`src/hw/rtl/itpbcd_pkg.sv`:
```
`timescale 1ns / 1ps
`default_nettype none

package itpbcd_pkg;

   localparam int VALUE_IN_W = 64;
   localparam int BYTE_W     = 8;
   localparam int COUNT_W    = 4;
   localparam int NIB_W      = 4;
   localparam int RADIX      = 10;

   typedef logic [NIB_W-1:0] nibble_type;

   localparam nibble_type NIB_TERM = 4'hF;
   localparam nibble_type NIB_SIGN = 4'hB;
   localparam nibble_type NIB_PAD  = 4'h0;

   // Shift-and-add-3 correction: a digit at or above half the radix gets
   // the amount that carries it into the next nibble on the following shift.
   localparam nibble_type DABBLE_LIMIT = nibble_type'(RADIX / 2);
   localparam nibble_type DABBLE_ADD   = nibble_type'((1 << (NIB_W - 1)) - RADIX / 2);

endpackage

`default_nettype wire

```
`src/hw/rtl/itpbcd_req_if.sv`:
```
`timescale 1ns / 1ps
`default_nettype none

interface itpbcd_req_if
   import itpbcd_pkg::*;
();
   logic                  valid;
   logic                  ready;
   logic [VALUE_IN_W-1:0] value;
   logic                  is_signed;

   modport source (output valid, output value, output is_signed, input ready);
   modport sink   (input valid, input value, input is_signed, output ready);
endinterface

`default_nettype wire

```
`src/hw/rtl/itpbcd_rsp_if.sv`:
```
`timescale 1ns / 1ps
`default_nettype none

interface itpbcd_rsp_if
   import itpbcd_pkg::*;
();
   logic               valid;
   logic               ready;
   logic [BYTE_W-1:0]  out_byte;
   logic [COUNT_W-1:0] byte_count;
   logic               last_byte;

   modport source (output valid, output out_byte, output byte_count, output last_byte,
                   input ready);
   modport sink   (input valid, input out_byte, input byte_count, input last_byte,
                   output ready);
endinterface

`default_nettype wire

```
`src/hw/rtl/itpbcd_queue.sv`:
```
`timescale 1ns / 1ps
`default_nettype none

module itpbcd_queue #(
   parameter int WIDTH = 65
) (
   input  logic             clock,
   input  logic             reset,
   input  logic             push_valid,
   output logic             push_ready,
   input  logic [WIDTH-1:0] push_data,
   output logic             pop_valid,
   input  logic             pop_ready,
   output logic [WIDTH-1:0] pop_data
);

   logic [WIDTH-1:0] mem_ff [2];
   logic             wr_ptr_ff, wr_ptr_in;
   logic             rd_ptr_ff, rd_ptr_in;
   logic [1:0]       count_ff, count_in;
   logic             do_push, do_pop;

   assign push_ready = (count_ff != 2'd2);
   assign pop_valid  = (count_ff != 2'd0);
   assign pop_data   = mem_ff[rd_ptr_ff];
   assign do_push    = push_valid && push_ready;
   assign do_pop     = pop_valid && pop_ready;

   always_comb begin
      wr_ptr_in = do_push ? ~wr_ptr_ff : wr_ptr_ff;
      rd_ptr_in = do_pop ? ~rd_ptr_ff : rd_ptr_ff;
      count_in  = count_ff;
      if (do_push && !do_pop) begin
         count_in = count_ff + 2'd1;
      end else if (do_pop && !do_push) begin
         count_in = count_ff - 2'd1;
      end
   end

   always_ff @(posedge clock) begin
      if (reset) begin
         wr_ptr_ff <= 1'b0;
         rd_ptr_ff <= 1'b0;
         count_ff  <= 2'd0;
      end else begin
         wr_ptr_ff <= wr_ptr_in;
         rd_ptr_ff <= rd_ptr_in;
         count_ff  <= count_in;
      end
   end

   always_ff @(posedge clock) begin
      if (do_push) begin
         mem_ff[wr_ptr_ff] <= push_data;
      end
   end

endmodule

`default_nettype wire

```
`src/hw/rtl/itpbcd_front.sv`:
```
`timescale 1ns / 1ps
`default_nettype none

module itpbcd_front #(
   parameter int VALUE_WIDTH = 64
) (
   itpbcd_req_if.sink             req_ch,
   output logic                   push_valid,
   input  logic                   push_ready,
   output logic [VALUE_WIDTH:0]   push_data
);

   logic [VALUE_WIDTH-1:0] raw;
   logic                   neg;
   logic [VALUE_WIDTH-1:0] mag;

   // The negated most negative value wraps to itself, which read as
   // unsigned is exactly its magnitude.
   always_comb begin
      raw = req_ch.value[VALUE_WIDTH-1:0];
      neg = req_ch.is_signed && raw[VALUE_WIDTH-1];
      mag = neg ? (~raw + VALUE_WIDTH'(1)) : raw;
   end

   assign push_valid   = req_ch.valid;
   assign req_ch.ready = push_ready;
   assign push_data    = {neg, mag};

endmodule

`default_nettype wire

```
`src/hw/rtl/itpbcd_back.sv`:
```
`timescale 1ns / 1ps
`default_nettype none

module itpbcd_back
   import itpbcd_pkg::*;
#(
   parameter int VALUE_WIDTH = 64
) (
   input  logic                 clock,
   input  logic                 reset,
   input  logic                 pop_valid,
   output logic                 pop_ready,
   input  logic [VALUE_WIDTH:0] pop_data,
   itpbcd_rsp_if.source         rsp_ch
);

   localparam int ND  = (VALUE_WIDTH * 30103) / 100000 + 1;
   localparam int BW  = ND * NIB_W;
   localparam int SW  = BW + 2 * NIB_W;
   localparam int BCW = $clog2(VALUE_WIDTH);
   localparam int NDW = $clog2(ND + 1);

   localparam logic [2:0] ST_IDLE = 3'd0;
   localparam logic [2:0] ST_CONV = 3'd1;
   localparam logic [2:0] ST_NORM = 3'd2;
   localparam logic [2:0] ST_SIGN = 3'd3;
   localparam logic [2:0] ST_EMIT = 3'd4;

   logic [2:0]             state_ff, state_in;
   logic [VALUE_WIDTH-1:0] mag_ff, mag_in;
   logic [SW-1:0]          stream_ff, stream_in;
   logic [BCW-1:0]         bit_cnt_ff, bit_cnt_in;
   logic [NDW-1:0]         ndig_ff, ndig_in;
   logic                   neg_ff, neg_in;
   logic                   par_ff, par_in;
   logic [COUNT_W-1:0]     nb_ff, nb_in;
   logic [COUNT_W-1:0]     left_ff, left_in;
   logic                   valid_ff, valid_in;
   logic [BYTE_W-1:0]      byte_ff, byte_in;
   logic [COUNT_W-1:0]     count_ff, count_in;
   logic                   last_ff, last_in;
   logic [BW-1:0]          adj;
   logic [NDW:0]           nseq;
   logic                   load;

   always_comb begin
      nibble_type dig;
      for (int i = 0; i < ND; i++) begin
         dig = stream_ff[2 * NIB_W + i * NIB_W +: NIB_W];
         adj[i * NIB_W +: NIB_W] = (dig >= DABBLE_LIMIT) ? (dig + DABBLE_ADD) : dig;
      end
   end

   assign load = !valid_ff || rsp_ch.ready;
   assign nseq = {1'b0, ndig_ff} + {{NDW{1'b0}}, neg_ff} + (NDW + 1)'(2);

   always_comb begin
      state_in   = state_ff;
      mag_in     = mag_ff;
      stream_in  = stream_ff;
      bit_cnt_in = bit_cnt_ff;
      ndig_in    = ndig_ff;
      neg_in     = neg_ff;
      par_in     = par_ff;
      nb_in      = nb_ff;
      left_in    = left_ff;
      valid_in   = valid_ff && !rsp_ch.ready;
      byte_in    = byte_ff;
      count_in   = count_ff;
      last_in    = last_ff;
      pop_ready  = 1'b0;
      unique case (state_ff)
         ST_IDLE: begin
            pop_ready = 1'b1;
            if (pop_valid) begin
               mag_in     = pop_data[VALUE_WIDTH-1:0];
               neg_in     = pop_data[VALUE_WIDTH];
               stream_in  = {{BW{1'b0}}, NIB_TERM, NIB_TERM};
               bit_cnt_in = BCW'(VALUE_WIDTH - 1);
               ndig_in    = NDW'(ND);
               state_in   = ST_CONV;
            end
         end
         ST_CONV: begin
            stream_in  = {adj[BW-2:0], mag_ff[VALUE_WIDTH-1], stream_ff[2*NIB_W-1:0]};
            mag_in     = {mag_ff[VALUE_WIDTH-2:0], 1'b0};
            bit_cnt_in = bit_cnt_ff - BCW'(1);
            if (bit_cnt_ff == '0) begin
               state_in = ST_NORM;
            end
         end
         ST_NORM: begin
            if (stream_ff[SW-1 -: NIB_W] == NIB_PAD && ndig_ff != NDW'(1)) begin
               stream_in = {stream_ff[SW-NIB_W-1:0], NIB_TERM};
               ndig_in   = ndig_ff - NDW'(1);
            end else begin
               state_in = ST_SIGN;
            end
         end
         ST_SIGN: begin
            if (neg_ff) begin
               stream_in = {NIB_SIGN, stream_ff[SW-1:NIB_W]};
            end
            nb_in    = COUNT_W'(nseq >> 1);
            left_in  = COUNT_W'(nseq >> 1);
            par_in   = nseq[0];
            state_in = ST_EMIT;
         end
         ST_EMIT: begin
            if (load) begin
               valid_in  = 1'b1;
               count_in  = nb_ff;
               last_in   = (left_ff == COUNT_W'(1));
               if (left_ff == COUNT_W'(1) && !par_ff) begin
                  byte_in = {stream_ff[SW-1 -: NIB_W], NIB_PAD};
               end else begin
                  byte_in = stream_ff[SW-1 -: BYTE_W];
               end
               stream_in = {stream_ff[SW-BYTE_W-1:0], NIB_TERM, NIB_TERM};
               left_in   = left_ff - COUNT_W'(1);
               if (left_ff == COUNT_W'(1)) begin
                  state_in = ST_IDLE;
               end
            end
         end
         default: begin
            state_in = ST_IDLE;
         end
      endcase
   end

   always_ff @(posedge clock) begin
      if (reset) begin
         state_ff <= ST_IDLE;
         valid_ff <= 1'b0;
      end else begin
         state_ff <= state_in;
         valid_ff <= valid_in;
      end
   end

   always_ff @(posedge clock) begin
      mag_ff     <= mag_in;
      stream_ff  <= stream_in;
      bit_cnt_ff <= bit_cnt_in;
      ndig_ff    <= ndig_in;
      neg_ff     <= neg_in;
      par_ff     <= par_in;
      nb_ff      <= nb_in;
      left_ff    <= left_in;
      byte_ff    <= byte_in;
      count_ff   <= count_in;
      last_ff    <= last_in;
   end

   assign rsp_ch.valid      = valid_ff;
   assign rsp_ch.out_byte   = byte_ff;
   assign rsp_ch.byte_count = count_ff;
   assign rsp_ch.last_byte  = last_ff;

   a_emit_left: assert property (@(posedge clock) disable iff (reset)
      state_ff == ST_EMIT |-> left_ff != '0)
      else $error("Emit state entered with no bytes left.");

   a_last_word: assert property (@(posedge clock) disable iff (reset)
      (state_ff == ST_EMIT && load && left_ff == COUNT_W'(1))
      |=> (valid_ff && last_ff && state_ff == ST_IDLE))
      else $error("Final word of a number was not marked last.");

   a_normalized: assert property (@(posedge clock) disable iff (reset)
      state_ff == ST_SIGN |-> (stream_ff[SW-1 -: NIB_W] != NIB_PAD || ndig_ff == NDW'(1)))
      else $error("Leading zero digit left after normalization.");

   a_count_held: assert property (@(posedge clock) disable iff (reset)
      (state_ff == ST_EMIT && valid_ff && left_ff != nb_ff) |-> count_ff == nb_ff)
      else $error("Byte count changed within a number.");

endmodule

`default_nettype wire

```
`src/hw/rtl/int_to_packed_bcd_encoder.sv`:
```
`timescale 1ns / 1ps
`default_nettype none

// Channel   Direction  Word
// req_ch    in         value[63:0], is_signed
// rsp_ch    out        out_byte[7:0], byte_count[3:0], last_byte
//
// A number leaves the queue, runs through the shift-and-add-3 loop over all
// VALUE_WIDTH bits, has its leading zero digits dropped in normalization,
// gets its sign and byte count, and is sent as 1 to 11 output words.
// Reset is synchronous and clears the queue and the sequencer. A two-entry
// queue buffers input words, and the output register holds a word until taken.

module int_to_packed_bcd_encoder
   import itpbcd_pkg::*;
#(
   parameter int VALUE_WIDTH = 64
) (
   input  logic         clock,
   input  logic         reset,
   itpbcd_req_if.sink   req_ch,
   itpbcd_rsp_if.source rsp_ch
);

   logic                 push_valid;
   logic                 push_ready;
   logic [VALUE_WIDTH:0] push_data;
   logic                 pop_valid;
   logic                 pop_ready;
   logic [VALUE_WIDTH:0] pop_data;

   itpbcd_front #(
      .VALUE_WIDTH (VALUE_WIDTH)
   ) u_front (
      .req_ch     (req_ch),
      .push_valid (push_valid),
      .push_ready (push_ready),
      .push_data  (push_data)
   );

   itpbcd_queue #(
      .WIDTH (VALUE_WIDTH + 1)
   ) u_queue (
      .clock      (clock),
      .reset      (reset),
      .push_valid (push_valid),
      .push_ready (push_ready),
      .push_data  (push_data),
      .pop_valid  (pop_valid),
      .pop_ready  (pop_ready),
      .pop_data   (pop_data)
   );

   itpbcd_back #(
      .VALUE_WIDTH (VALUE_WIDTH)
   ) u_back (
      .clock     (clock),
      .reset     (reset),
      .pop_valid (pop_valid),
      .pop_ready (pop_ready),
      .pop_data  (pop_data),
      .rsp_ch    (rsp_ch)
   );

endmodule

`default_nettype wire

```
`src/flat_wrapper.sv`:
```
// flat-port wrapper written by rule: the top's interface ports become plain ports
module int_to_packed_bcd_encoder_flat import itpbcd_pkg::*;
#(
   parameter int VALUE_WIDTH = 64
)
  (clock, reset, req_ch_valid, req_ch_value, req_ch_is_signed, req_ch_ready, rsp_ch_valid, rsp_ch_out_byte, rsp_ch_byte_count, rsp_ch_last_byte, rsp_ch_ready);
  itpbcd_req_if req_ch_i ();
  itpbcd_rsp_if rsp_ch_i ();
  input  logic clock;
  input  logic reset;
  input wire logic [$bits(req_ch_i.valid)-1:0] req_ch_valid;
  input wire logic [$bits(req_ch_i.value)-1:0] req_ch_value;
  input wire logic [$bits(req_ch_i.is_signed)-1:0] req_ch_is_signed;
  output wire logic [$bits(req_ch_i.ready)-1:0] req_ch_ready;
  output wire logic [$bits(rsp_ch_i.valid)-1:0] rsp_ch_valid;
  output wire logic [$bits(rsp_ch_i.out_byte)-1:0] rsp_ch_out_byte;
  output wire logic [$bits(rsp_ch_i.byte_count)-1:0] rsp_ch_byte_count;
  output wire logic [$bits(rsp_ch_i.last_byte)-1:0] rsp_ch_last_byte;
  input wire logic [$bits(rsp_ch_i.ready)-1:0] rsp_ch_ready;
  assign req_ch_i.valid = req_ch_valid;
  assign req_ch_i.value = req_ch_value;
  assign req_ch_i.is_signed = req_ch_is_signed;
  assign req_ch_ready = req_ch_i.ready;
  assign rsp_ch_valid = rsp_ch_i.valid;
  assign rsp_ch_out_byte = rsp_ch_i.out_byte;
  assign rsp_ch_byte_count = rsp_ch_i.byte_count;
  assign rsp_ch_last_byte = rsp_ch_i.last_byte;
  assign rsp_ch_i.ready = rsp_ch_ready;
  int_to_packed_bcd_encoder #(.VALUE_WIDTH(VALUE_WIDTH)) u_core (.clock(clock), .reset(reset), .req_ch(req_ch_i), .rsp_ch(rsp_ch_i));
endmodule
```
`config.mk`:
```
export PLATFORM = sky130hd
export DESIGN_NAME = int_to_packed_bcd_encoder_flat
export DESIGN_NICKNAME = d
export VERILOG_FILES = /design/src/hw/rtl/itpbcd_pkg.sv /design/src/hw/rtl/itpbcd_req_if.sv /design/src/hw/rtl/itpbcd_rsp_if.sv /design/src/hw/rtl/itpbcd_queue.sv /design/src/hw/rtl/itpbcd_front.sv /design/src/hw/rtl/itpbcd_back.sv /design/src/hw/rtl/int_to_packed_bcd_encoder.sv /design/src/flat_wrapper.sv
export SDC_FILE = /design/constraint.sdc
export NUM_CORES = 1
export LEC_CHECK = 0
export ABC_AREA = 1
export BUFFER_PORTS_ARGS = -buffer_cell sky130_fd_sc_hd__buf_4
export CORE_MARGIN = 3
export CORE_UTILIZATION = 50
export CTS_BUF_LIST = sky130_fd_sc_hd__clkbuf_8
export DETAILED_ROUTE_END_ITERATION = 16
export GPL_TIMING_DRIVEN = 0
export PLACE_DENSITY = 0.64
export SLEW_MARGIN = 20
export SYNTH_ARGS = -nofsm -noshare
export SYNTH_HDL_FRONTEND = slang
export SYNTH_SLANG_ARGS = --single-unit
```
`constraint.sdc`:
```
create_clock -name clock -period 8.6 [get_ports clock]
set_input_delay 0.86 -clock clock [delete_from_list [all_inputs] [get_ports clock]]
set_output_delay 0.86 -clock clock [all_outputs]
set_load 0.05 [all_outputs]
```
==> PnR_summary.wiki, run 1 <==
{| class="wikitable"
! Metric !! Value
|-
| Vias/cell || 5.555
|-
| Placed cell count || 2,572
|-
| Global routing usage summed across all routing layers || a little over a quarter
|-
| Total number of nets in the final design || 2,292
|-
| Final Max Slew Viols || 0
|-
| Reported max-cap violation count || 0
|-
| DRC violation count after routing || 0
|-
| Mean area per synthesized cell || 8.880 um2
|-
| Final worst clock skew || 34.36 ps
|-
| Critical Path Slowest Stage Cell || sky130_fd_sc_hd__dfxtp_1
|-
| Post-CTS resize count || 0
|-
| Result of the run || finished, final reports clean
|-
| Iteration-0 DRC Markers || 1,120
|-
| Die extent in y || ~200 um
|-
| Overall overflow remaining after global route || 0
|-
| Cell breakdown of the critical path || inv_2, nand3_1, buf_2, o21ai_1, nor3_2, buf_4, buf_6, buf_6, buf_4, buf_4
|-
| Fmax || 0.3402 GHz
|-
| Depth of the CTS H-tree || 2
|-
| Largest net degree at the start of global routing || 43
|-
| Number of hold-slack violations in the final timing report || 0
|-
| Worst hold slack || 415.0 ps
|-
| Top cell type's share of synthesized area || 52.90%
|-
| Worst slew margin || 34.21%
|-
| Number of buffers inserted by post-CTS setup repair || 0
|-
| Pre-CTS setup slack || 5546 ps
|-
| Final-report setup violation count || 0
|-
| Dominant synthesized flop cell || sky130_fd_sc_hd__edfxtp_1
|-
| Number of buffers inserted by hold repair at cts || 0
|-
| Final TNS setup || 0 ps
|-
| Starting Density || 51.30%
|-
| Highest fanout seen on the critical path || 10
|-
| Post-Route WL || 51.55 mm
|-
| Area taken by flip-flops and latches || between 9000 and 10,000 um2
|-
| Clock slew at reported path FFs || 60 ps
|-
| Number of nets still failing antenna checks after routing || 0
|-
| Critical Path Max Stage Delay || about 430 ps
|-
| Share of the cycle needed by the critical path after routing || 34.18%
|-
| Actual transition at the worst max-transition pin || 983.2 ps
|-
| Final weighted congestion in routability-driven placement || 0.9396
|-
| Clock Latency Late Sink || approximately 650 ps
|-
| Die outline area || between 30,000 and 40,000 um2
|-
| Post-synthesis register bit count || approximately 330
|-
| Area of the multi-input gates || roughly 7000 um2
|-
| YS warnings || 0
|-
| Number of clock buffers inserted by TritonCTS || 54
|-
| Die width || ~200 um
|-
| Slack of the critical path || 5661 ps
|-
| Clk buf depth || 3
|-
| Power per cell area || 334.9 nW/um2
|-
| Number of global-route vias before repair || 14,680
|-
| Worst path arrival time || 3290 ps
|-
| Rows || just under 70
|-
| Final critical path time including I/O delays and setup || 2939 ps
|-
| Synthesized net count || 2,139
|-
| Global-route wire length before repair || roughly 80 mm
|-
| Share of layout cells above drive strength 1 || around an eighth
|-
| Unrepaired setup endpoints after global routing || false
|-
| Antenna violations before repair || 0
|-
| DRT Pass-1 Iters || 5
|-
| CTS tree || yes
|-
| HPWL reported at the end of detailed placement || 37.63 mm
|-
| Most frequent cell after synthesis || sky130_fd_sc_hd__nand2_1
|-
| Async S/R FF share, synth || 0%
|-
| Sequential fraction of the synthesis area || ~54%
|-
| Floorplan core area || about 35,000 um2
|-
| Leading area contributor after synthesis || sky130_fd_sc_hd__edfxtp_1
|-
| Cell mode on critical path || sky130_fd_sc_hd__buf_4
|-
| Kind of critical path || register to register
|-
| Number of I/O pins || 84
|-
| Cell leakage power || 0.008182 uW
|-
| Fill cell total of the finished layout || 3,114
|-
| Data required time of the worst path || 8950 ps
|-
| Number of antenna repair diodes || 0
|-
| Worst min-delay path category || register to register
|-
| Final cell count without fillers || 2,670
|-
| Master cell of the clock root buffer || sky130_fd_sc_hd__clkbuf_8
|-
| Post-route core utilization || 58.14%
|-
| Most used standard cells in the synthesized netlist || sky130_fd_sc_hd__nand2_1 (556), sky130_fd_sc_hd__edfxtp_1 (316), sky130_fd_sc_hd__inv_1 (242), sky130_fd_sc_hd__o21ai_0 (210), sky130_fd_sc_hd__nor2_1 (167)
|-
| Port bufs || 83
|-
| Post-synth EDFFs || 316
|-
| Wirelength per Cell || 19.31 um
|-
| CTS sink count || 325
|-
| Area Overhead vs Synth || 13.34%
|-
| Cell types occupying the most area after synthesis || sky130_fd_sc_hd__edfxtp_1 (53%), sky130_fd_sc_hd__nand2_1 (12%), sky130_fd_sc_hd__o21ai_0 (5.9%), sky130_fd_sc_hd__inv_1 (5.1%), sky130_fd_sc_hd__nor2_1 (3.5%)
|-
| Distinct cell type count after synthesis || 40
|-
| Mapped Cells || 2,020
|-
| Routed vias || between 10,000 and 15,000
|-
| Synth Cell Area || 17,940 um2
|-
| Kind of end point of the critical path || register
|-
| Worst-case vdd ir drop || 0.1924 mV
|-
| Worst Setup Start Kind || register
|}
## sequential cells by signal (all words and copies together), names as in the netlist, 2 cells and up, named ones only
register / count
u_core.u_back.rsp_ch.byte_count: 4
u_core.u_back.state_ff: 3
u_core.u_back.mag_ff: 64
u_core.u_back.ndig_ff: 5
u_core.u_back.stream_ff: 88
u_core.u_back.left_ff: 4
u_core.u_queue.mem_ff: 130
u_core.u_back.nb_ff: 4
u_core.u_back.rsp_ch.out_byte: 8
u_core.u_queue.count_ff: 2
u_core.u_back.bit_cnt_ff: 6
## cells in the final DEF, fill, tap and decap left out, types with 5 or more instances in the layout
master,Yosys,routed
sky130_fd_sc_hd__a21oi_1,85,85
sky130_fd_sc_hd__buf_12,0,5
sky130_fd_sc_hd__buf_2,38,38
sky130_fd_sc_hd__buf_4,10,100
sky130_fd_sc_hd__buf_6,3,5
sky130_fd_sc_hd__clkbuf_1,19,19
sky130_fd_sc_hd__clkbuf_8,0,55
sky130_fd_sc_hd__clkinv_1,0,16
sky130_fd_sc_hd__clkinv_2,0,9
sky130_fd_sc_hd__dfxtp_1,9,9
sky130_fd_sc_hd__edfxtp_1,316,316
sky130_fd_sc_hd__ha_1,50,50
sky130_fd_sc_hd__inv_1,242,256
sky130_fd_sc_hd__inv_2,8,8
sky130_fd_sc_hd__nand2_1,556,555
sky130_fd_sc_hd__nand2_2,7,7
sky130_fd_sc_hd__nand3_1,71,71
sky130_fd_sc_hd__nand3b_1,10,10
sky130_fd_sc_hd__nand4_1,22,22
sky130_fd_sc_hd__nor2_1,167,165
sky130_fd_sc_hd__nor2_2,6,6
sky130_fd_sc_hd__nor2_4,3,5
sky130_fd_sc_hd__o2111ai_1,47,47
sky130_fd_sc_hd__o211ai_1,20,20
sky130_fd_sc_hd__o21ai_0,210,210
sky130_fd_sc_hd__o21ai_1,19,19
sky130_fd_sc_hd__o22ai_1,24,24
sky130_fd_sc_hd__o31ai_1,6,6
sky130_fd_sc_hd__or2_2,5,5
sky130_fd_sc_hd__xnor2_1,14,14
sky130_fd_sc_hd__xor2_1,32,32
## area by class of cell
cell class | instances | share of cell area, %
clock inverter | 43 | 1.157
inverter | 250 | 4.616
timing repair buffer | 97 | 3.926
clock buffer | 55 | 3.723
multi-input combinational | 1372 | 34.34
tap | 455 | 2.800
sequential | 325 | 47.56
buffer | 73 | 1.877
## metal layers
| metal | global-route usage (%) | wire length [um] |
|---|---|---|
| met1 | 33.68 | 21260 |
| met2 | 44.89 | 24350 |
| met3 | 3.865 | 3183 |
| met4 | 14.15 | 2755 |
| met5 | 0 | 0 |
## per-stage QoR
stage | power, uW | area, um2
2_1_floorplan | 4627 | 17940
3_3_place_gp | 5381 | 19130
3_5_place_dp | 5516 | 19340
4_1_cts | 6818 | 20330
5_1_grt | 7278 | 20330
6_report | 6808 | 20330
## critical path, delay by kind of cell (launching register included)
| kind | cells | cell delay [ps] |
|---|---|---|
| buffers and inverters | 7 | 1520 |
| and+or+nand+nor | 2 | 520 |
| DFF | 1 | 430 |
| AOI/OAI and AO/OA | 1 | 160 |
## final timing paths
check	from	to	slack [ps]	cells past startpoint
setup / recovery	u_core.u_back.state_ff[2]	u_core.u_back.stream_ff[50]	5660	10
hold / removal	u_core.u_back.nb_ff[0]	u_core.u_back.rsp_ch.byte_count[0]	410	0
setup reg to reg	u_core.u_back.state_ff[2]	u_core.u_back.stream_ff[50]	5660	10
hold reg to reg	u_core.u_back.nb_ff[0]	u_core.u_back.rsp_ch.byte_count[0]	410	0
## power by group
| part | switching (uW) | internal, uW |
|---|---|---|
| Sequential | 368 | 2600 |
| Clock | 631 | 655 |
| Combinational | 1770 | 775 |
| Total | 2770 | 4040 |
## cell families (layout without fill, tap and decap cells)
group                    after synthesis  after routing  share of synthesized area, %
AO/OA/AOI/OAI                        423            423                         13.55
XOR/XNOR                              46             46                         2.246
adder cells (fa/ha/maj)               50             50                         3.488
buffers and inverters                323            518                         7.359
flip-flops                           325            325                         53.91
multiplexers                           2              2                        0.1255
AND/OR/NAND/NOR                      851            851                         19.33
(Power assumes the default switching activity.)
==> inputs of run 2 (changes only) <==
==> constraint.sdc (replaced) <==
create_clock -name clock -period 2.86 [get_ports clock]
set_input_delay 0.286 -clock clock [delete_from_list [all_inputs] [get_ports clock]]
set_output_delay 0.286 -clock clock [all_outputs]
set_load 0.05 [all_outputs]
==> run 2 against run 1 <==
Non-clock buffer count grew 25. First-iteration DRC count decreased by 3.3%. Cell count increased by 1.1%. Count of clock-buffer cells in the layout up 1. Combinational power grew to 3.0 times the previous value. Utilization increased by 0.98 points. Critical path type unchanged. Design area up 1.7%. Fmax rose by 9.0%. Clock skew increased by 4.5 ps.
==> PnR_summary.wiki, run 2 (synthesis results as in run 1) <==
{| class="wikitable"
! Metric !! Value
|-
| Post-Route WL || 51.07 mm (was 51.55 mm)
|-
| Master cell of the clock root buffer || sky130_fd_sc_hd__clkbuf_8 (unchanged)
|-
| Area post-placement || 19,390 um2 (was 19,340 um2)
|-
| CTS sink count || 325 (unchanged)
|-
| Cell mode on critical path || sky130_fd_sc_hd__buf_8 (was sky130_fd_sc_hd__buf_4)
|-
| Area Overhead vs Synth || 15.26% (was 13.34%)
|-
| Worst min-delay path category || primary input to register (was register to register)
|-
| Global routing usage summed across all routing layers || 26.43% (was 26.76%)
|-
| Rows || 68 (unchanged)
|-
| Antenna violations before repair || 0 (unchanged)
|-
| Clock Latency Late Sink || 650 ps (about the same)
|-
| Largest net degree at the start of global routing || 49 (was 43)
|-
| Result of the run || finished, final reports clean (unchanged)
|-
| Final critical path time including I/O delays and setup || 2696 ps (was 2939 ps)
|-
| Overall overflow remaining after global route || 0 (unchanged)
|-
| Number of antenna repair diodes || 0 (unchanged)
|-
| Commonest cells after routing, fill and taps aside || sky130_fd_sc_hd__nand2_1 (555), sky130_fd_sc_hd__edfxtp_1 (316), sky130_fd_sc_hd__inv_1 (254) (was sky130_fd_sc_hd__nand2_1 (555), sky130_fd_sc_hd__edfxtp_1 (316), sky130_fd_sc_hd__inv_1 (256))
|-
| Worst reg-to-reg setup slack || 160 ps (was 5660 ps)
|-
| Number of global-route vias before repair || 14,700 (was 14,680)
|-
| Wirelength per Cell || 18.91 um (was 19.31 um)
|-
| Power per cell area || 991.6 nW/um2 (was 334.9 nW/um2)
|-
| Pre-CTS setup slack || 180.8 ps (was 5546 ps)
|-
| Post-route cell area || 20,670 um2 (was 20,330 um2)
|-
| Worst hold slack || 56.23 ps (was 415.0 ps)
|-
| Clk buf depth || 3 (unchanged)
|-
| Worst path arrival time || 3060 ps (was 3290 ps)
|-
| Final cell count without fillers || 2,700 (was 2,670)
|-
| Routed vias || 14,890 (was 14,830)
|-
| Die extent in y || 195.4 um (unchanged)
|-
| Worst hold path cell count || 2 (was 0)
|-
| Starting Density || 51.30% (unchanged)
|-
| Floorplan core area || 34,970 um2 (unchanged)
|-
| Global-route wire length before repair || 79.36 mm (was 80.21 mm)
|-
| Switching portion of total power || 40.72% (was 40.73%)
|-
| Launch point of the worst hold path || req_ch_value[25] (was u_core.u_back.nb_ff[0])
|-
| Final-report setup violation count || 0 (unchanged)
|-
| DRC violation count after routing || 0 (unchanged)
|-
| Final weighted congestion in routability-driven placement || 0.9474 (was 0.9396)
|-
| Die width || 195.4 um (unchanged)
|-
| Clk pwr share || 18.7% (was 18.9%)
|-
| Cell leakage power || 0.008298 uW (was 0.008182 uW)
|-
| Critical Path Slowest Stage Cell || sky130_fd_sc_hd__nor3_4 (was sky130_fd_sc_hd__dfxtp_1)
|-
| Endpoint of the worst register-to-register path || u_core.u_back.stream_ff[47] (was u_core.u_back.stream_ff[50])
|-
| DRT Pass-1 Iters || 5 (unchanged)
|-
| CTS tree || yes (unchanged)
|-
| Share of layout cells above drive strength 1 || 11.71% (was 11.65%)
|-
| Worst reg-to-reg path cell count || 8 (was 10)
|-
| Clock slew at reported path FFs || 60 ps (about the same)
|-
| Cell breakdown of the critical path || inv_2, nand3_1, buf_4, o21ai_2, nor3_4, buf_8, buf_8, buf_8 (was inv_2, nand3_1, buf_2, o21ai_1, nor3_2, buf_4, buf_6, buf_6, buf_4, buf_4)
|-
| Highest fanout seen on the critical path || 16 (was 10)
|-
| Number of clock buffers inserted by TritonCTS || 55 (was 54)
|-
| Most common cell after layout, fill and taps aside || sky130_fd_sc_hd__nand2_1 (unchanged)
|-
| Capture endpoint of the worst hold path || u_core.u_queue.mem_ff[0][25] (was u_core.u_back.rsp_ch.byte_count[0])
|-
| Iteration-0 DRC Markers || 1,083 (was 1,120)
|-
| Final worst clock skew || 38.83 ps (was 34.36 ps)
|-
| Share of the cycle needed by the critical path after routing || 94.26% (was 34.18%)
|-
| Number of I/O pins || 84 (unchanged)
|-
| Depth of the CTS H-tree || 2 (unchanged)
|-
| Power share of the combinational group || 37.7% (was 37.4%)
|-
| Final Max Slew Viols || 0 (unchanged)
|-
| Actual transition at the worst max-transition pin || 948.6 ps (was 983.2 ps)
|-
| Switch Pwr || 8347 uW (was 2773 uW)
|-
| Vias/cell || 5.513 (was 5.555)
|-
| Register with the highest flop count || u_core.u_queue.mem_ff (unchanged)
|-
| Port bufs || 83 (unchanged)
|-
| Largest registers || u_core.u_queue.mem_ff x130, u_core.u_back.stream_ff x88, u_core.u_back.mag_ff x64 (unchanged)
|-
| Total number of nets in the final design || 2,318 (was 2,292)
|-
| Placed cell count || 2,568 (was 2,572)
|-
| Unrepaired setup endpoints after global routing || false (unchanged)
|-
| Reported max-cap violation count || 0 (unchanged)
|-
| Die outline area || 38,180 um2 (unchanged)
|-
| Cell-internal power || 12,150 uW (was 4035 uW)
|-
| Kind of critical path || register to register (unchanged)
|-
| Data required time of the worst path || 3220 ps (was 8950 ps)
|-
| Part of the total power dissipated in sequential elements || 43.5% (was 43.7%)
|-
| Fmax || 0.3709 GHz (was 0.3402 GHz)
|-
| Post-route core utilization || 59.12% (was 58.14%)
|-
| Worst-case vdd ir drop || 0.5174 mV (was 0.1924 mV)
|-
| HPWL reported at the end of detailed placement || 36.99 mm (was 37.63 mm)
|-
| Number of hold-slack violations in the final timing report || 0 (unchanged)
|-
| Post-CTS resize count || 0 (unchanged)
|-
| Kind of end point of the critical path || register (unchanged)
|-
| Slack of the critical path || 164.1 ps (was 5661 ps)
|-
| Worst Setup Start Kind || register (unchanged)
|-
| Flip-flop count of the largest register after layout || 130 (unchanged)
|-
| Number of nets still failing antenna checks after routing || 0 (unchanged)
|-
| Startpoint of the worst-slack reg-to-reg timing path || u_core.u_back.state_ff[2] (unchanged)
|-
| Critical Path Max Stage Delay || 650 ps (was 430 ps)
|-
| Fill cell total of the finished layout || 3,118 (was 3,114)
|-
| Worst slew margin || 36.53% (was 34.21%)
|}
run 2: cell types whose count changed in the layout (fill, tap and decap cells not counted), moves of 2 or more:
cell | before | now
sky130_fd_sc_hd__buf_8 | 0 | 5
sky130_fd_sc_hd__inv_2 | 8 | 10
sky130_fd_sc_hd__clkinvlp_4 | 0 | 2
sky130_fd_sc_hd__dlygate4sd3_1 | 0 | 29
sky130_fd_sc_hd__nand3_2 | 0 | 2
sky130_fd_sc_hd__ha_1 | 50 | 48
sky130_fd_sc_hd__buf_6 | 5 | 3
sky130_fd_sc_hd__buf_4 | 100 | 94
sky130_fd_sc_hd__nand3_1 | 71 | 69
sky130_fd_sc_hd__inv_1 | 256 | 254
sky130_fd_sc_hd__clkinv_1 | 16 | 21
run 2: power by group through the flow:
| stage | combinational, uW | sequential [uW] | clock [uW] |
|---|---|---|---|
| floorplan | 5000 | 8830 | 0 |
| global placement | 6960 | 8970 | 0 |
| detailed placement | 7650 | 8990 | 0 |
| CTS | 7710 | 8900 | 3920 |
| global route | 8660 | 9100 | 4140 |
| finish | 7740 | 8930 | 3840 |
run 2: worst max path at each step:
stage                                         start                     endpoint  slack [ps]  cells after the start
after floorplan            u_core.u_back.ndig_ff[0]  u_core.u_back.stream_ff[10]        -410                      6
after global placement    u_core.u_back.state_ff[2]  u_core.u_back.stream_ff[45]       -1540                      5
after detailed placement  u_core.u_back.state_ff[2]  u_core.u_back.stream_ff[45]         180                      8
after CTS                 u_core.u_back.state_ff[2]  u_core.u_back.stream_ff[61]         170                      8
after global routing      u_core.u_back.state_ff[2]  u_core.u_back.stream_ff[52]          50                      8
final                     u_core.u_back.state_ff[2]  u_core.u_back.stream_ff[47]         160                      8
run 2: through the flow:
step	power [uW]	setup TNS [ps]
finish	20500	0
global route	21900	0
CTS	20530	0
detailed placement	16640	0
global placement	15940	-197860
floorplan	13840	-33110
run 2: critical path: cells and delay by family, from the launching register on:
| kind | cells | cell delay [ps] |
|---|---|---|
| AND/OR/NAND/NOR | 2 | 850 |
| AO/OA/AOI/OAI | 1 | 110 |
| flip-flops | 1 | 430 |
| buffers and inverters | 5 | 1000 |
run 2: layout make-up:
class | instances | area, um2 | share of cell area (%)
multi-input combinational | 1372 | 7019 | 33.95
inverter | 250 | 938.4 | 4.539
buffer | 73 | 385.4 | 1.864
tap | 455 | 569.3 | 2.754
timing repair buffer | 122 | 1096 | 5.302
clock buffer | 56 | 770.7 | 3.728
clock inverter | 47 | 225.2 | 1.089
sequential | 325 | 9669 | 46.77
run 2: layer usage:
metal | vias up | part of all wire, % | GRT usage, %
li1 | 7252 | - | -
met4 | 0 | 4.4 | 11.80
met2 | 545 | 48 | 44.93
met1 | 6940 | 42 | 33.04
met5 | - | 0 | 0
met3 | 148 | 6.2 | 4.779
run 2: repair_timing:
action,4_1_cts,5_1_grt
endpoints found under the hold margin,59,0
buffers inserted,0,0
hold buffers,29,0
==> inputs of run 3 (changes only) <==
--- a/config.mk
+++ b/config.mk
@@ -6,6 +6,7 @@
 export NUM_CORES = 1
 export LEC_CHECK = 0
 export ABC_AREA = 1
+export ABC_CLOCK_PERIOD_IN_PS = 2860
 export BUFFER_PORTS_ARGS = -buffer_cell sky130_fd_sc_hd__buf_4
 export CORE_MARGIN = 3
 export CORE_UTILIZATION = 50
@@ -13,6 +14,7 @@
 export DETAILED_ROUTE_END_ITERATION = 16
 export GPL_TIMING_DRIVEN = 0
 export PLACE_DENSITY = 0.64
+export SETUP_SLACK_MARGIN = 0.3
 export SLEW_MARGIN = 20
 export SYNTH_ARGS = -nofsm -noshare
 export SYNTH_HDL_FRONTEND = slang
==> run 3 against run 2 <==
Combinational power increased by 1%. Utilization grew 0.40 points. Via count increased by 0.71%. Critical path depth stayed put. Critical path type unchanged.
==> PnR_summary.wiki, run 3 (synthesis results as in run 1) <==
{| class="wikitable"
! Metric !! Value
|-
| Share of the cycle needed by the critical path after routing || 78.52% (was 94.26%)
|-
| Clock Latency Late Sink || 650 ps (about the same)
|-
| DRT Pass-1 Iters || 6 (was 5)
|-
| Fmax || 0.4453 GHz (was 0.3709 GHz)
|-
| Final total power || 20,980 uW (was 20,500 uW)
|-
| Post-route cell area || 20,810 um2 (was 20,670 um2)
|-
| Number of nets still failing antenna checks after routing || 0 (unchanged)
|-
| Worst path arrival time || 2580 ps (was 3060 ps)
|-
| Total number of nets in the final design || 2,321 (was 2,318)
|-
| Global-route wire length before repair || 80.01 mm (was 79.36 mm)
|-
| Worst Setup Start Kind || register (unchanged)
|-
| Master cell of the clock root buffer || sky130_fd_sc_hd__clkbuf_8 (unchanged)
|-
| Number of I/O pins || 84 (unchanged)
|-
| Number of antenna repair diodes || 0 (unchanged)
|-
| Final cell count without fillers || 2,700 (unchanged)
|-
| Number of clock buffers inserted by TritonCTS || 55 (unchanged)
|-
| Met3 wirelength from detailed routing || 3.424 mm (was 3.159 mm)
|-
| CTS tree || yes (unchanged)
|-
| Vias/cell || 5.552 (was 5.513)
|-
| Clk buf depth || 3 (unchanged)
|-
| Final Max Slew Viols || 0 (unchanged)
|-
| Share of layout cells above drive strength 1 || 11.98% (was 11.71%)
|-
| Wirelength per Cell || 19.14 um (was 18.91 um)
|-
| Clock slew at reported path FFs || 60 ps (about the same)
|-
| Fill cell total of the finished layout || 3,132 (was 3,118)
|-
| Final weighted congestion in routability-driven placement || 0.9481 (was 0.9474)
|-
| Overall overflow remaining after global route || 0 (unchanged)
|-
| Highest routing layer actually used || met4 (unchanged)
|-
| Post-Route WL || 51.69 mm (was 51.07 mm)
|-
| Worst-case vdd ir drop || 0.7668 mV (was 0.5174 mV)
|-
| Commonest cells after routing, fill and taps aside || sky130_fd_sc_hd__nand2_1 (555), sky130_fd_sc_hd__edfxtp_1 (316), sky130_fd_sc_hd__inv_1 (254) (unchanged)
|-
| Area of the multi-input gates || 7022 um2 (was 7019 um2)
|-
| Placed cell count || 2,568 (unchanged)
|-
| Actual transition at the worst max-transition pin || 900.1 ps (was 948.6 ps)
|-
| Register with the highest flop count || u_core.u_queue.mem_ff (unchanged)
|-
| Die width || 195.4 um (unchanged)
|-
| HPWL reported at the end of detailed placement || 37.45 mm (was 36.99 mm)
|-
| Floorplan core area || 34,970 um2 (unchanged)
|-
| Kind of end point of the critical path || register (unchanged)
|-
| Highest fanout seen on the critical path || 16 (unchanged)
|-
| Area post-placement || 19,400 um2 (was 19,390 um2)
|-
| Depth of the CTS H-tree || 2 (unchanged)
|-
| Power per cell area || 1008 nW/um2 (was 991.6 nW/um2)
|-
| Largest registers || u_core.u_queue.mem_ff x130, u_core.u_back.stream_ff x88, u_core.u_back.mag_ff x64 (unchanged)
|-
| Rows || 68 (unchanged)
|-
| Die outline area || 38,180 um2 (unchanged)
|-
| Worst min-delay path category || primary input to register (unchanged)
|-
| Area Overhead vs Synth || 16.04% (was 15.26%)
|-
| Routed vias || 14,990 (was 14,890)
|-
| Worst reg-to-reg path cell count || 8 (unchanged)
|-
| Unrepaired setup endpoints after global routing || false (unchanged)
|-
| Pre-CTS setup slack || 358.5 ps (was 180.8 ps)
|-
| Port bufs || 83 (unchanged)
|-
| Final-report setup violation count || 0 (unchanged)
|-
| Result of the run || finished, final reports clean (unchanged)
|-
| Sum of met2 wire segment lengths after detailed routing || 24.58 mm (was 24.44 mm)
|-
| Most common cell after layout, fill and taps aside || sky130_fd_sc_hd__nand2_1 (unchanged)
|-
| Largest net degree at the start of global routing || 44 (was 49)
|-
| Kind of critical path || register to register (unchanged)
|-
| Flip-flop count of the largest register after layout || 130 (unchanged)
|-
| Global routing usage summed across all routing layers || 26.71% (was 26.43%)
|-
| Iteration-0 DRC Markers || 1,204 (was 1,083)
|-
| Cell leakage power || 0.008368 uW (was 0.008298 uW)
|-
| Antenna violations before repair || 0 (unchanged)
|-
| Worst Setup EP || u_core.u_back.stream_ff[50] (was u_core.u_back.stream_ff[47])
|-
| Endpoint of the worst register-to-register path || u_core.u_back.stream_ff[50] (was u_core.u_back.stream_ff[47])
|-
| DRC violation count after routing || 0 (unchanged)
|-
| Final worst clock skew || 27.60 ps (was 38.83 ps)
|-
| Worst slew margin || 39.49% (was 36.53%)
|-
| Worst reg-to-reg setup slack || 610 ps (was 160 ps)
|-
| Slack of the critical path || 614.4 ps (was 164.1 ps)
|-
| Area taken by flip-flops and latches || 9669 um2 (unchanged)
|-
| Data required time of the worst path || 3190 ps (was 3220 ps)
|-
| Number of hold-slack violations in the final timing report || 0 (unchanged)
|-
| Number of global-route vias before repair || 14,820 (was 14,700)
|-
| Startpoint of the worst-slack reg-to-reg timing path || u_core.u_back.state_ff[2] (unchanged)
|-
| Wl on met1 || 21.33 mm (was 21.22 mm)
|-
| Starting Density || 51.30% (unchanged)
|-
| Startpoint of the worst setup timing path || u_core.u_back.state_ff[2] (unchanged)
|-
| Die extent in y || 195.4 um (unchanged)
|-
| Final critical path time including I/O delays and setup || 2246 ps (was 2696 ps)
|-
| CTS sink count || 325 (unchanged)
|-
| Reported max-cap violation count || 0 (unchanged)
|}
-- run 3: how the worst min path moves through the flow --
stage / startpoint / endpoint / slack (ps) / cells past startpoint
6_report: req_ch_value[42] / u_core.u_queue.mem_ff[0][42] / 40 / 3
5_1_grt: req_ch_value[39] / u_core.u_queue.mem_ff[1][39] / 5 / 2
4_1_cts: req_ch_value[26] / u_core.u_queue.mem_ff[1][26] / 1 / 2
3_5_place_dp: u_core.u_back.nb_ff[0] / u_core.u_back.rsp_ch.byte_count[0] / 410 / 0
3_3_place_gp: u_core.u_back.nb_ff[0] / u_core.u_back.rsp_ch.byte_count[0] / 410 / 0
2_1_floorplan: reset / u_core.u_back.rsp_ch.valid / 360 / 1
-- run 3: critical path: stages, from the launching register on --
cell	delay, ps
sky130_fd_sc_hd__dfxtp_1	430
sky130_fd_sc_hd__inv_2	110
sky130_fd_sc_hd__nand3_1	190
sky130_fd_sc_hd__buf_4	270
sky130_fd_sc_hd__o21ai_2	110
sky130_fd_sc_hd__nor3_4	210
sky130_fd_sc_hd__buf_8	220
sky130_fd_sc_hd__buf_8	200
sky130_fd_sc_hd__buf_16	170
-- run 3: report_power, final --
group	switching (uW)	total (uW)	internal (uW)	leakage [uW]
Clock	1940	4200	2260	0.000610
Sequential	1120	8950	7830	0.00309
Combinational	5370	7830	2470	0.00467
Total	8430	21000	12600	0.00837
-- run 3: what timing repair did --
item / in CTS / in global routing
gates resized for setup: 0 / 0
endpoints found under the hold margin: 65 / 0
buffers inserted: 0 / 1
endpoints found under the setup margin: 0 / 16
hold buffers: 31 / 0
-- run 3: metal layers --
metal | up-vias | global-route usage [%]
met5 | - | 0
met4 | 0 | 11.86
met3 | 147 | 4.503
met2 | 590 | 45.33
met1 | 7003 | 33.72
li1 | 7251 | -
-- run 3: through the flow --
stage | setup TNS (ps) | hold slack, ps | util [%]
3_3_place_gp | -128330 | 407.3 | 54.89
3_5_place_dp | 0 | 409.9 | 55.48
6_report | 0 | 43.04 | 59.52
2_1_floorplan | -33110 | 355.1 | -
5_1_grt | 0 | 5.090 | 59.52
4_1_cts | 0 | 1.114 | 59.49
-- run 3: final cells by class --
class	instances	share of cell area (%)
Sequential cell	325	46.46
Multi-Input combinational cell	1372	33.74
Timing Repair Buffer	125	5.458
Inverter	250	4.509
Clock buffer	55	3.637
Tap cell	455	2.735
Buffer	73	1.852
Clock inverter	45	1.617
